[src/rtl/amb_pkg.sv]
// amb_pkg: shared types and constants of the alpha mask pixel blend unit
// no dependencies; used by every module of the block

package amb_pkg;

  // default sizes handed down from the top level
  localparam int COORD_WIDTH_DEFAULT = 12;
  localparam int QUEUE_DEPTH_DEFAULT = 4;

  // configuration port
  localparam int CFG_INDEX_W = 3;
  localparam int CFG_DATA_W  = 24;
  localparam int CLIP_W      = 13;

  // register indexes
  localparam logic [CFG_INDEX_W-1:0] REG_FILL_COLOR   = 3'd0;
  localparam logic [CFG_INDEX_W-1:0] REG_GLOBAL_ALPHA = 3'd1;
  localparam logic [CFG_INDEX_W-1:0] REG_CLIP_LEFT    = 3'd2;
  localparam logic [CFG_INDEX_W-1:0] REG_CLIP_TOP     = 3'd3;
  localparam logic [CFG_INDEX_W-1:0] REG_CLIP_RIGHT   = 3'd4;
  localparam logic [CFG_INDEX_W-1:0] REG_CLIP_BOTTOM  = 3'd5;

  // register reset values
  localparam logic [23:0]       FILL_COLOR_RESET   = 24'h000000;
  localparam logic [7:0]        GLOBAL_ALPHA_RESET = 8'd255;
  localparam logic [CLIP_W-1:0] CLIP_LO_RESET      = 13'd0;
  localparam logic [CLIP_W-1:0] CLIP_HI_RESET      = 13'd4096;

  // full coverage after alpha scaling
  localparam logic [7:0] ALPHA_FULL = 8'd255;

  // clip window, from the register file to the front
  typedef struct packed {
    logic [CLIP_W-1:0] left;
    logic [CLIP_W-1:0] top;
    logic [CLIP_W-1:0] right;
    logic [CLIP_W-1:0] bottom;
  } clip_t;

  // blend settings, from the register file to the back
  typedef struct packed {
    logic [23:0] fill_color;
    logic [7:0]  global_alpha;
  } blend_cfg_t;

  // one classified pixel waiting in the queue
  typedef struct packed {
    logic        write;
    logic [7:0]  coverage;
    logic [23:0] dest;
  } item_t;

endpackage

[src/rtl/amb_front.sv]
// amb_front: accepts pixels and classifies them against the clip window
// depends on amb_pkg (clip_t, item_t)

module amb_front #(
  parameter int COORD_WIDTH = amb_pkg::COORD_WIDTH_DEFAULT
) (
  input  logic                   in_valid,
  output logic                   in_stall,
  input  logic [COORD_WIDTH-1:0] pos_x,
  input  logic [COORD_WIDTH-1:0] pos_y,
  input  logic [23:0]            dest_pixel,
  input  logic [7:0]             coverage,
  input  amb_pkg::clip_t         clip,
  input  logic                   q_full,
  output logic                   q_push,
  output amb_pkg::item_t         q_item
);

  localparam int CMP_W = (COORD_WIDTH > amb_pkg::CLIP_W) ? COORD_WIDTH : amb_pkg::CLIP_W;

  logic [CMP_W-1:0] x_ext;
  logic [CMP_W-1:0] y_ext;
  logic             in_win;

  // window test on zero-extended values
  always_comb begin
    x_ext  = CMP_W'(pos_x);
    y_ext  = CMP_W'(pos_y);
    in_win = (x_ext >= CMP_W'(clip.left)) && (x_ext < CMP_W'(clip.right)) &&
             (y_ext >= CMP_W'(clip.top))  && (y_ext < CMP_W'(clip.bottom));
  end

  // transfer into the queue whenever it has room
  assign in_stall        = q_full;
  assign q_push          = in_valid && !q_full;
  assign q_item.write    = in_win && (coverage != 8'd0);
  assign q_item.coverage = coverage;
  assign q_item.dest     = dest_pixel;

endmodule

[src/rtl/amb_queue.sv]
// amb_queue: short fifo of classified pixels between front and back
// depends on amb_pkg (item_t)

module amb_queue #(
  parameter int QUEUE_DEPTH = amb_pkg::QUEUE_DEPTH_DEFAULT
) (
  input  logic           clk,
  input  logic           rst,
  input  logic           q_push,
  input  amb_pkg::item_t q_item_in,
  output logic           q_full,
  output logic           q_valid,
  output amb_pkg::item_t q_item_out,
  input  logic           q_pop
);

  localparam int PTR_W = (QUEUE_DEPTH > 1) ? $clog2(QUEUE_DEPTH) : 1;
  localparam int CNT_W = $clog2(QUEUE_DEPTH + 1);

  amb_pkg::item_t   mem [QUEUE_DEPTH];
  logic [PTR_W-1:0] wr_ptr;
  logic [PTR_W-1:0] rd_ptr;
  logic [CNT_W-1:0] count;

  assign q_full     = (count == CNT_W'(QUEUE_DEPTH));
  assign q_valid    = (count != '0);
  assign q_item_out = mem[rd_ptr];

  // storage
  always_ff @(posedge clk) begin
    if (q_push) begin
      mem[wr_ptr] <= q_item_in;
    end
  end

  // pointers and fill count
  always_ff @(posedge clk) begin
    if (rst) begin
      wr_ptr <= '0;
      rd_ptr <= '0;
      count  <= '0;
    end else begin
      if (q_push) begin
        wr_ptr <= (wr_ptr == PTR_W'(QUEUE_DEPTH - 1)) ? '0 : wr_ptr + 1'b1;
      end
      if (q_pop) begin
        rd_ptr <= (rd_ptr == PTR_W'(QUEUE_DEPTH - 1)) ? '0 : rd_ptr + 1'b1;
      end
      if (q_push && !q_pop) begin
        count <= count + 1'b1;
      end else if (q_pop && !q_push) begin
        count <= count - 1'b1;
      end
    end
  end

`ifndef NO_ASSERTIONS
  a_no_overflow: assert property (@(posedge clk) disable iff (rst)
    q_push |-> !q_full)
    else $error("queue push while full");
  a_no_underflow: assert property (@(posedge clk) disable iff (rst)
    q_pop |-> q_valid)
    else $error("queue pop while empty");
  a_count_bound: assert property (@(posedge clk) disable iff (rst)
    count <= CNT_W'(QUEUE_DEPTH))
    else $error("queue count above depth");
`endif

endmodule

[src/rtl/amb_back.sv]
// amb_back: alpha scaling and per-channel blend pipeline with output register
// depends on amb_pkg (item_t, blend_cfg_t, ALPHA_FULL)

module amb_back (
  input  logic                clk,
  input  logic                rst,
  input  logic                q_valid,
  input  amb_pkg::item_t      q_item,
  output logic                q_pop,
  input  amb_pkg::blend_cfg_t cfg,
  output logic                out_valid,
  input  logic                out_stall,
  output logic [23:0]         new_pixel,
  output logic                write_enable
);

  logic adv;

  // stage 1: coverage times global alpha
  logic        s1_valid;
  logic        s1_write;
  logic [23:0] s1_dest;
  logic [15:0] s1_prod;

  // stage 2: scaled coverage, weight and channel products
  logic              s2_valid;
  logic              s2_write;
  logic              s2_full;
  logic [23:0]       s2_dest;
  logic signed [18:0] s2_v [3];

  logic [16:0]        div_sum;
  logic [7:0]         alpha;
  logic [8:0]         weight;
  logic signed [18:0] v_next [3];
  logic signed [8:0]  diff   [3];
  logic [23:0]        mix;

  // whole pipeline moves when the output register is free or being taken
  assign adv   = !out_valid || !out_stall;
  assign q_pop = adv && q_valid;

  // stage 1 registers
  always_ff @(posedge clk) begin
    if (rst) begin
      s1_valid <= 1'b0;
    end else if (adv) begin
      s1_valid <= q_valid;
    end
  end

  always_ff @(posedge clk) begin
    if (adv) begin
      s1_write <= q_item.write;
      s1_dest  <= q_item.dest;
      s1_prod  <= q_item.coverage * cfg.global_alpha;
    end
  end

  // truncating divide by 255, exact for products up to 65534
  always_comb begin
    div_sum = {1'b0, s1_prod} + 17'd1 + {9'b0, s1_prod[15:8]};
    alpha   = div_sum[15:8];
    weight  = {1'b0, alpha} + {8'b0, alpha[7]};
    for (int i = 0; i < 3; i++) begin
      diff[i]   = $signed({1'b0, cfg.fill_color[8*i +: 8]}) -
                  $signed({1'b0, s1_dest[8*i +: 8]});
      v_next[i] = 19'(diff[i] * $signed({1'b0, weight})) + 19'sd128;
    end
  end

  // stage 2 registers
  always_ff @(posedge clk) begin
    if (rst) begin
      s2_valid <= 1'b0;
    end else if (adv) begin
      s2_valid <= s1_valid;
    end
  end

  always_ff @(posedge clk) begin
    if (adv) begin
      s2_write <= s1_write;
      s2_full  <= (alpha == amb_pkg::ALPHA_FULL);
      s2_dest  <= s1_dest;
      for (int i = 0; i < 3; i++) begin
        s2_v[i] <= v_next[i];
      end
    end
  end

  // floor shift by 8, only the low byte of the quotient matters
  always_comb begin
    for (int i = 0; i < 3; i++) begin
      mix[8*i +: 8] = s2_dest[8*i +: 8] + s2_v[i][15:8];
    end
  end

  // output register
  always_ff @(posedge clk) begin
    if (rst) begin
      out_valid <= 1'b0;
    end else if (adv) begin
      out_valid <= s2_valid;
    end
  end

  always_ff @(posedge clk) begin
    if (adv) begin
      write_enable <= s2_write;
      if (!s2_write) begin
        new_pixel <= s2_dest;
      end else if (s2_full) begin
        new_pixel <= cfg.fill_color;
      end else begin
        new_pixel <= mix;
      end
    end
  end

`ifndef NO_ASSERTIONS
  a_stage1_moves: assert property (@(posedge clk) disable iff (rst)
    (s1_valid && adv) |=> s2_valid)
    else $error("stage 1 item lost");
  a_stage2_moves: assert property (@(posedge clk) disable iff (rst)
    (s2_valid && adv) |=> out_valid)
    else $error("stage 2 item lost");
  a_pop_only_on_adv: assert property (@(posedge clk) disable iff (rst)
    (out_valid && out_stall) |-> !q_pop)
    else $error("queue popped while pipeline held");
`endif

endmodule

[src/rtl/alpha_mask_pixel_blend_unit.sv]
// Alpha mask pixel blend unit: while out_stall is low it takes one pixel per clock and
// returns one result per clock. A pixel passes the clip window compare in the front, waits
// in a QUEUE_DEPTH-entry fifo, then runs through a three-register back pipeline (alpha
// multiply, divide-by-255 and channel multiply, output register) before it is shown.
// in_stall rises only once the fifo has filled behind a stalled output.
// Configuration is held in a write-only register file here. Depends on amb_pkg,
// amb_front, amb_queue and amb_back.

module alpha_mask_pixel_blend_unit #(
  parameter int COORD_WIDTH = amb_pkg::COORD_WIDTH_DEFAULT,
  parameter int QUEUE_DEPTH = amb_pkg::QUEUE_DEPTH_DEFAULT
) (
  input  logic                            clk,
  input  logic                            rst,
  input  logic                            cfg_we,
  input  logic [amb_pkg::CFG_INDEX_W-1:0] cfg_index,
  input  logic [amb_pkg::CFG_DATA_W-1:0]  cfg_data,
  input  logic                            in_valid,
  output logic                            in_stall,
  input  logic [COORD_WIDTH-1:0]          pos_x,
  input  logic [COORD_WIDTH-1:0]          pos_y,
  input  logic [23:0]                     dest_pixel,
  input  logic [7:0]                      coverage,
  output logic                            out_valid,
  input  logic                            out_stall,
  output logic [23:0]                     new_pixel,
  output logic                            write_enable
);

  amb_pkg::clip_t      clip;
  amb_pkg::blend_cfg_t blend_cfg;

  logic           q_full;
  logic           q_push;
  logic           q_valid;
  logic           q_pop;
  amb_pkg::item_t q_item_in;
  amb_pkg::item_t q_item_out;

  // register file, unknown indexes ignored
  always_ff @(posedge clk) begin
    if (rst) begin
      blend_cfg.fill_color   <= amb_pkg::FILL_COLOR_RESET;
      blend_cfg.global_alpha <= amb_pkg::GLOBAL_ALPHA_RESET;
      clip.left              <= amb_pkg::CLIP_LO_RESET;
      clip.top               <= amb_pkg::CLIP_LO_RESET;
      clip.right             <= amb_pkg::CLIP_HI_RESET;
      clip.bottom            <= amb_pkg::CLIP_HI_RESET;
    end else if (cfg_we) begin
      unique case (cfg_index)
        amb_pkg::REG_FILL_COLOR:   blend_cfg.fill_color   <= cfg_data[23:0];
        amb_pkg::REG_GLOBAL_ALPHA: blend_cfg.global_alpha <= cfg_data[7:0];
        amb_pkg::REG_CLIP_LEFT:    clip.left   <= cfg_data[amb_pkg::CLIP_W-1:0];
        amb_pkg::REG_CLIP_TOP:     clip.top    <= cfg_data[amb_pkg::CLIP_W-1:0];
        amb_pkg::REG_CLIP_RIGHT:   clip.right  <= cfg_data[amb_pkg::CLIP_W-1:0];
        amb_pkg::REG_CLIP_BOTTOM:  clip.bottom <= cfg_data[amb_pkg::CLIP_W-1:0];
        default: begin
        end
      endcase
    end
  end

  // front: accept and classify
  amb_front #(
    .COORD_WIDTH(COORD_WIDTH)
  ) u_front (
    .in_valid  (in_valid),
    .in_stall  (in_stall),
    .pos_x     (pos_x),
    .pos_y     (pos_y),
    .dest_pixel(dest_pixel),
    .coverage  (coverage),
    .clip      (clip),
    .q_full    (q_full),
    .q_push    (q_push),
    .q_item    (q_item_in)
  );

  // queue between front and back
  amb_queue #(
    .QUEUE_DEPTH(QUEUE_DEPTH)
  ) u_queue (
    .clk       (clk),
    .rst       (rst),
    .q_push    (q_push),
    .q_item_in (q_item_in),
    .q_full    (q_full),
    .q_valid   (q_valid),
    .q_item_out(q_item_out),
    .q_pop     (q_pop)
  );

  // back: scale and blend
  amb_back u_back (
    .clk         (clk),
    .rst         (rst),
    .q_valid     (q_valid),
    .q_item      (q_item_out),
    .q_pop       (q_pop),
    .cfg         (blend_cfg),
    .out_valid   (out_valid),
    .out_stall   (out_stall),
    .new_pixel   (new_pixel),
    .write_enable(write_enable)
  );

endmodule

[config.mk]
export PLATFORM = sky130hd
export DESIGN_NAME = alpha_mask_pixel_blend_unit
export DESIGN_NICKNAME = d
export VERILOG_FILES = /design/src/rtl/amb_pkg.sv /design/src/rtl/amb_front.sv /design/src/rtl/amb_queue.sv /design/src/rtl/amb_back.sv /design/src/rtl/alpha_mask_pixel_blend_unit.sv
export SDC_FILE = /design/constraint.sdc
export NUM_CORES = 1
export LEC_CHECK = 0
export BUFFER_PORTS_ARGS = -buffer_cell sky130_fd_sc_hd__clkbuf_2
export CAP_MARGIN = 20
export CORE_UTILIZATION = 55
export CTS_BUF_LIST = sky130_fd_sc_hd__clkbuf_2
export CTS_CLUSTER_DIAMETER = 200
export DETAILED_ROUTE_END_ITERATION = 7
export PLACE_DENSITY = 0.79
export SYNTH_ARGS = -nofsm -noshare
export SYNTH_HDL_FRONTEND = slang
export SYNTH_SLANG_ARGS = --single-unit
export TNS_END_PERCENT = 20
[constraint.sdc]
create_clock -name clk -period 14.1 [get_ports clk]
set_input_delay 0.705 -clock clk [delete_from_list [all_inputs] [get_ports clk]]
set_output_delay 0.705 -clock clk [all_outputs]
set_load 0.01 [all_outputs]
Word level (Yosys, flattened, before mapping) --
Memory sizes are Yosys's and may differ from the RTL's. A register that Yosys moved wholly into a read port is not among the register bits. Cells that the tools add are included.
Word-level totals: input bits 88, memories kept 2, logic and storage cells 91, RAM bits 189, output and inout port bits 27, register bits after elaboration 186
Memories:
- u_queue.mem | depth 4, width 33, rd ports 1, clocked after Yosys merged registers in 1, write ports 1, RTL line amb_queue.sv:20 | amb_pkg::item_t mem [QUEUE_DEPTH];
- u_back.s2_v | depth 3, width 19, rd ports 3, clocked after Yosys merged registers in 0, write ports 3, RTL line amb_back.sv:30 | logic signed [18:0] s2_v [3];
Operators by class: multipliers 4, add/subtract/negate cells 16, magnitude comparators 4, eq/ne operators 9, reduce and logical (&&, ||, !) cells 24, multiplexer cells 12
Operators by type and width (count):
- $add 19x9->19 const B | 3
- $mul 9x10->19 | 3
- $mux 24 | 2
- $sub 8x8->9 | 3
- $ge 12x13->1 | 2
- $lt 12x13->1 | 2
- $add 8x8->8 | 3
- $add 16x1->16 const B | 1
- $add 16x8->16 | 1
- $mul 8x8->16 | 1
- $reduce_and 2->1 | 6
- $add 8x1->9 | 1
- $eq 3x3->1 const B | 3
- $eq 8x8->1 const B | 1
- $logic_and 1x1->1 | 8
- $mux 2 | 4
- $reduce_bool 8->1 | 1
- $eq 3x2->1 const B | 2
- $mux 3 | 2
- $logic_not 1->1 | 5
- $add 2x1->2 const B | 2
- $eq 2x2->1 const B | 2
- $mux 1 | 4
- $add 3x1->3 const B | 1
- other kinds (6) | 6

Longest topological paths before layout --
depth after elaboration 7, gate-level depth with buffers 34, mapped depth without buffers 33

By module --
From an unflattened synthesis, not the netlist that was laid out.
Second synthesis, totals: cell total of the unflattened synthesis 2222, area total of the unflattened synthesis 24947.7 sq um
Modules (own cells, without submodules):
- amb_back | instances 1, sequential area each 3543.4 sq um, cells each 1492, area each 14883.0 sq um
- amb_queue | instances 1, sequential area each 4144.0 sq um, cells each 217, area each 5250.0 sq um
- alpha_mask_pixel_blend_unit | instances 1, sequential area each 1681.6 sq um, cells each 316, area each 3388.2 sq um
- amb_front | instances 1, sequential area each 0.0 sq um, cells each 197, area each 1426.4 sq um

Least setup slack after synthesis --
Ideal clock, no wire load.
kind flip-flop to flip-flop, from reg u_back.s1_prod[13], to mem u_back.s2_v[0][15] (data pin), data required time 13.842 ns, library setup time 0.258 ns, cell stages (with the launch flop) 33, path buffers 2, path slack 6.060 ns, arrival time 7.782 ns, path through edfxtp_1 ha_1 a21o_1 a21oi_1 o21ai_0 and2_1 o21ai_0 o31a_1 ha_1 ha_1 clkbuf_1 maj3_4 nand2_2 xnor2_2 buf_4 nand2_1 fa_1 inv_1 fa_1 inv_1 fa_1 inv_1 fa_1 fa_1 ha_1 or4b_1 o31ai_2 o21ba_2 o41a_2 a41oi_1 xnor2_1 xnor2_1 xnor2_1
RTL lines:
- from (decl) | RTL line amb_back.sv:23 | logic [15:0] s1_prod;
- from (signal assigned) | RTL line amb_back.sv:56 | s1_prod <= q_item.coverage * cfg.global_alpha;
- to (decl) | RTL line amb_back.sv:30

==> results.py <==
metrics = {
    "yosys": {
        "synth_area_um2": 24200,
        "synth_xor_area_frac": 0.0407,
        "synthAdderAreaFrac": 0.285,
        "synthFlopType": "edfxtp_1",
        "synth_top_family_by_area": "adder cells",
        "synth_area_per_cell_um2": 10.8,
        "synth.area.top_cells": "edfxtp_1, fa_1, ha_1",
        "syn_nets": 2768,
        "synth-edff-count": 248,
        "yosysTopAreaCell": "edfxtp_1",
        "synth_top_area_frac": 0.308,
        "synthCells": 2246,
        "synthSimpleGateAreaFrac": 0.126,
        "synth_compound_area_frac": 0.0707,
        "async_flop_share": 0,
        "ys_ff_latch": 344,
        "seq_area_frac_synth": 0.387,
        "ys_warn_count": 0,
        "muxShareOfSynthArea": 0.0365,
        "ys_types": 66,
    },
    "worst_setup_path": {
        "crit_top_cell": "fa_1",
        "cp_slowest_cell": "xnor2_2",
        "reg2reg_slack_ns": 5.10,
        "r2r_end": "u_back.s2_v[0][34]",
        "cp-start-kind": "register",
        "cpPeakStageDelay_ns": 0.74,
        "worstPathMaxFanout": 14,
        "arrival_ns": 9.68,
        "cp_data_required_time_ns": 14.78,
        "end_kind": "register",
        "crit-reg2reg-launch": "u_back.s1_prod[11]",
        "worst-setup-path-type": "register to register",
        "rr_worst_depth": 30,
    },
    "sta": {
        "tightest_slew_ns": 1.08,
        "max_slew_margin": 0.277,
        "fin_crit_ns": 9.00,
        "setup_viol": 0,
        "slew_viol_final": 0,
        "clock_skew_ns": 0.0743,
        "setup_tns_ns": 0,
        "fin_crit_sh": 0.638,
        "timing_hold_violations_final": 0,
        "rsz0062_at_grt": "false",
        "fin_ws_ns": 5.10,
        "max_freq_ghz": 0.111,
        "whs_ns": 0.0679,
    },
    "hold_path": {
        "hp-start": "coverage[3]",
        "hold_path.class": "input port to register",
        "min_path_cells": 1,
        "hold_end": "u_queue.mem[1][27]",
    },
    "route": {
        "vias": 17000,
        "drt_iter0_markers": 1091,
        "dr.pass1.iters": 5,
        "wire_per_inst_um": 17.5,
        "vias_per_cell": 5.50,
        "drtAntennaViolNets": 0,
        "drc": 0,
        "routed_wl_um": 54300,
    },
    "floorplan": {
        "dieArea_um2": 44800,
        "die_x_um": 212,
        "die_h_um": 212,
        "initial_core_util": 0.559,
        "coreArea_um2": 43300,
        "io_pins": 115,
        "row_count": 76,
    },
    "clocking": {
        "cts_inserted_buffers": 81,
        "htreeDepth": 3,
        "cts_resized": 0,
        "clockBufferDepth": 3,
        "cts_tree": "yes",
        "clkTransAtPathRegs_ns": 0.11,
        "clock_latency_ns": 0.97,
        "clock-sinks": 344,
        "cts_root_buffer": "clkbuf_2",
    },
    "place": {
        "post_dp_cell_area_um2": 25500,
        "dp_hpwl_um": 39800,
        "pre_cts_slack_ns": 5.25,
        "gp_congestion": 0.925,
        "port-buffer-count": 114,
    },
    "run_status": {
        "status": "finished clean",
    },
    "finish": {
        "fillers": 3344,
        "syn2layout_area_growth_pct": 10.2,
        "drive_gt1_frac": 0.134,
        "final_cell_area_um2": 26700,
        "nets": 2964,
    },
    "global_routing": {
        "groute.usage.overall": 0.253,
        "antenna_found_initial": 1,
        "grt_pass1_wl_um": 89100,
        "grt.overflow.total": 0,
        "grt_pass1_vias": 18300,
        "grt_max_degree": 95,
    },
    "run": {
        "drv_cap": 0,
    },
}
-- Yosys cell counts (4+ instances only) --
master,number
mux4_2,33
xor2_1,36
o22ai_1,4
o21a_1,9
o21ai_1,4
and2_1,46
edfxtp_1,248
inv_1,277
nand2_1,302
a21o_1,28
xnor2_1,62
fa_1,193
buf_1,5
nand3_1,11
nand2b_1,36
ha_1,241
nor3_1,14
mux2i_1,14
nand4_1,7
nor2b_1,26
a21oi_1,159
nand3b_1,10
a211oi_1,5
nor2_1,198
o41ai_2,4
o21ai_0,40
o21bai_1,6
xnor2_2,4
clkbuf_1,54
nor4_1,4
or2_2,9
dfxtp_1,96
buf_2,8
-- flip-flops by register name, indices dropped and copies added (netlist names), named ones only --
name                 flops
clip                    52
u_back.s2_valid          1
u_queue.wr_ptr           2
u_back.s1_prod          16
u_back.write_enable      1
blend_cfg               32
u_back.s1_write          1
u_back.s2_v             24
u_back.s1_valid          1
u_back.new_pixel        24
u_back.s2_write          1
u_queue.rd_ptr           2
u_back.s2_full           1
u_back.s2_dest          24
u_queue.count            3
u_back.s1_dest          24
u_back.out_valid         1
u_queue.mem            132
-- critical path: cells and delay by family, from the launching register on --
family	cells	cell delay, ns
buffers and inverters	4	0.20
AND/OR/NAND/NOR	7	1.41
XOR/XNOR	3	1.26
AO/OA/AOI/OAI	8	1.82
flip-flops	1	0.59
adder cells (fa/ha/maj)	8	3.44
-- metrics by stage --
| step | instances | utilization |
|---|---|---|
| after floorplan | 2246 | - |
| after global placement | 2904 | 0.588 |
| after detailed placement | 2904 | 0.588 |
| after CTS | 3095 | 0.616 |
| after global routing | 3096 | 0.616 |
| final | 3096 | 0.616 |
-- repair_timing --
item / CTS / global route
hold buffers: 40 / 0
endpoints found under the setup margin: 0 / 0
buffers inserted: 0 / 0
hold endpoints to repair: 125 / 0
-- kinds of logic after synthesis --
family                   Yosys count
buffers and inverters            347
adder cells (fa/ha/maj)          435
multiplexers                      47
AND/OR/NAND/NOR                  682
flip-flops                       344
AO/OA/AOI/OAI                    286
XOR/XNOR                         105
-- how the worst max path moves through the flow --
stage / from / cells past startpoint / end / slack (ns)
6_report: u_back.s1_prod[11] / 30 / u_back.s2_v[0][34] / 5.10
5_1_grt: u_back.s1_prod[11] / 30 / u_back.s2_v[0][34] / 4.61
4_1_cts: u_back.s1_prod[11] / 30 / u_back.s2_v[0][34] / 5.18
3_5_place_dp: u_back.s1_prod[11] / 30 / u_back.s2_v[0][34] / 5.25
3_3_place_gp: u_back.s1_prod[11] / 30 / u_back.s2_v[0][34] / 5.64
2_1_floorplan: u_back.s1_prod[13] / 32 / u_back.s2_v[0][15] / 6.06
-- layer usage --
metal | vias up | track usage | share of wire | wire length, um
li1 | 7918 | - | - | -
met1 | 8356 | 0.317 | 0.41 | 22300
met2 | 603 | 0.428 | 0.49 | 26400
met3 | 143 | 0.0444 | 0.066 | 3590
met4 | 0 | 0.113 | 0.035 | 1920
met5 | - | 0 | 0 | 0
-- placed cells by master (no fill, tap or decap), types with 14 or more instances in the layout --
master           n
nor2_1         198
nor2b_1         26
clkinv_1        22
clkbuf_2       231
a21o_1          28
mux4_2          33
xor2_1          35
edfxtp_1       248
fa_1           193
xnor2_1         62
a21oi_1        159
mux2i_1         14
o21ai_0         40
nand2b_1        36
dlygate4sd3_1   40
ha_1           241
buf_4           28
dfxtp_1         95
and2_1          46
inv_1          277
nand2_1        301
-- final cells by class --
class / count / area [um2] / share of cell area
multi-input combinational: 1555 / 13500 / 0.507
timing repair buffer: 182 / 1180 / 0.0443
clock inverter: 33 / 223 / 0.00835
inverter: 278 / 1040 / 0.0391
clock buffer: 118 / 591 / 0.0221
antenna: 1 / 2.50 / 0.0000938
sequential: 344 / 9370 / 0.351
tap: 585 / 732 / 0.0274
Power is not shown: default switching activity piles up to over one toggle a cycle in this logic, so the estimate is an artifact.
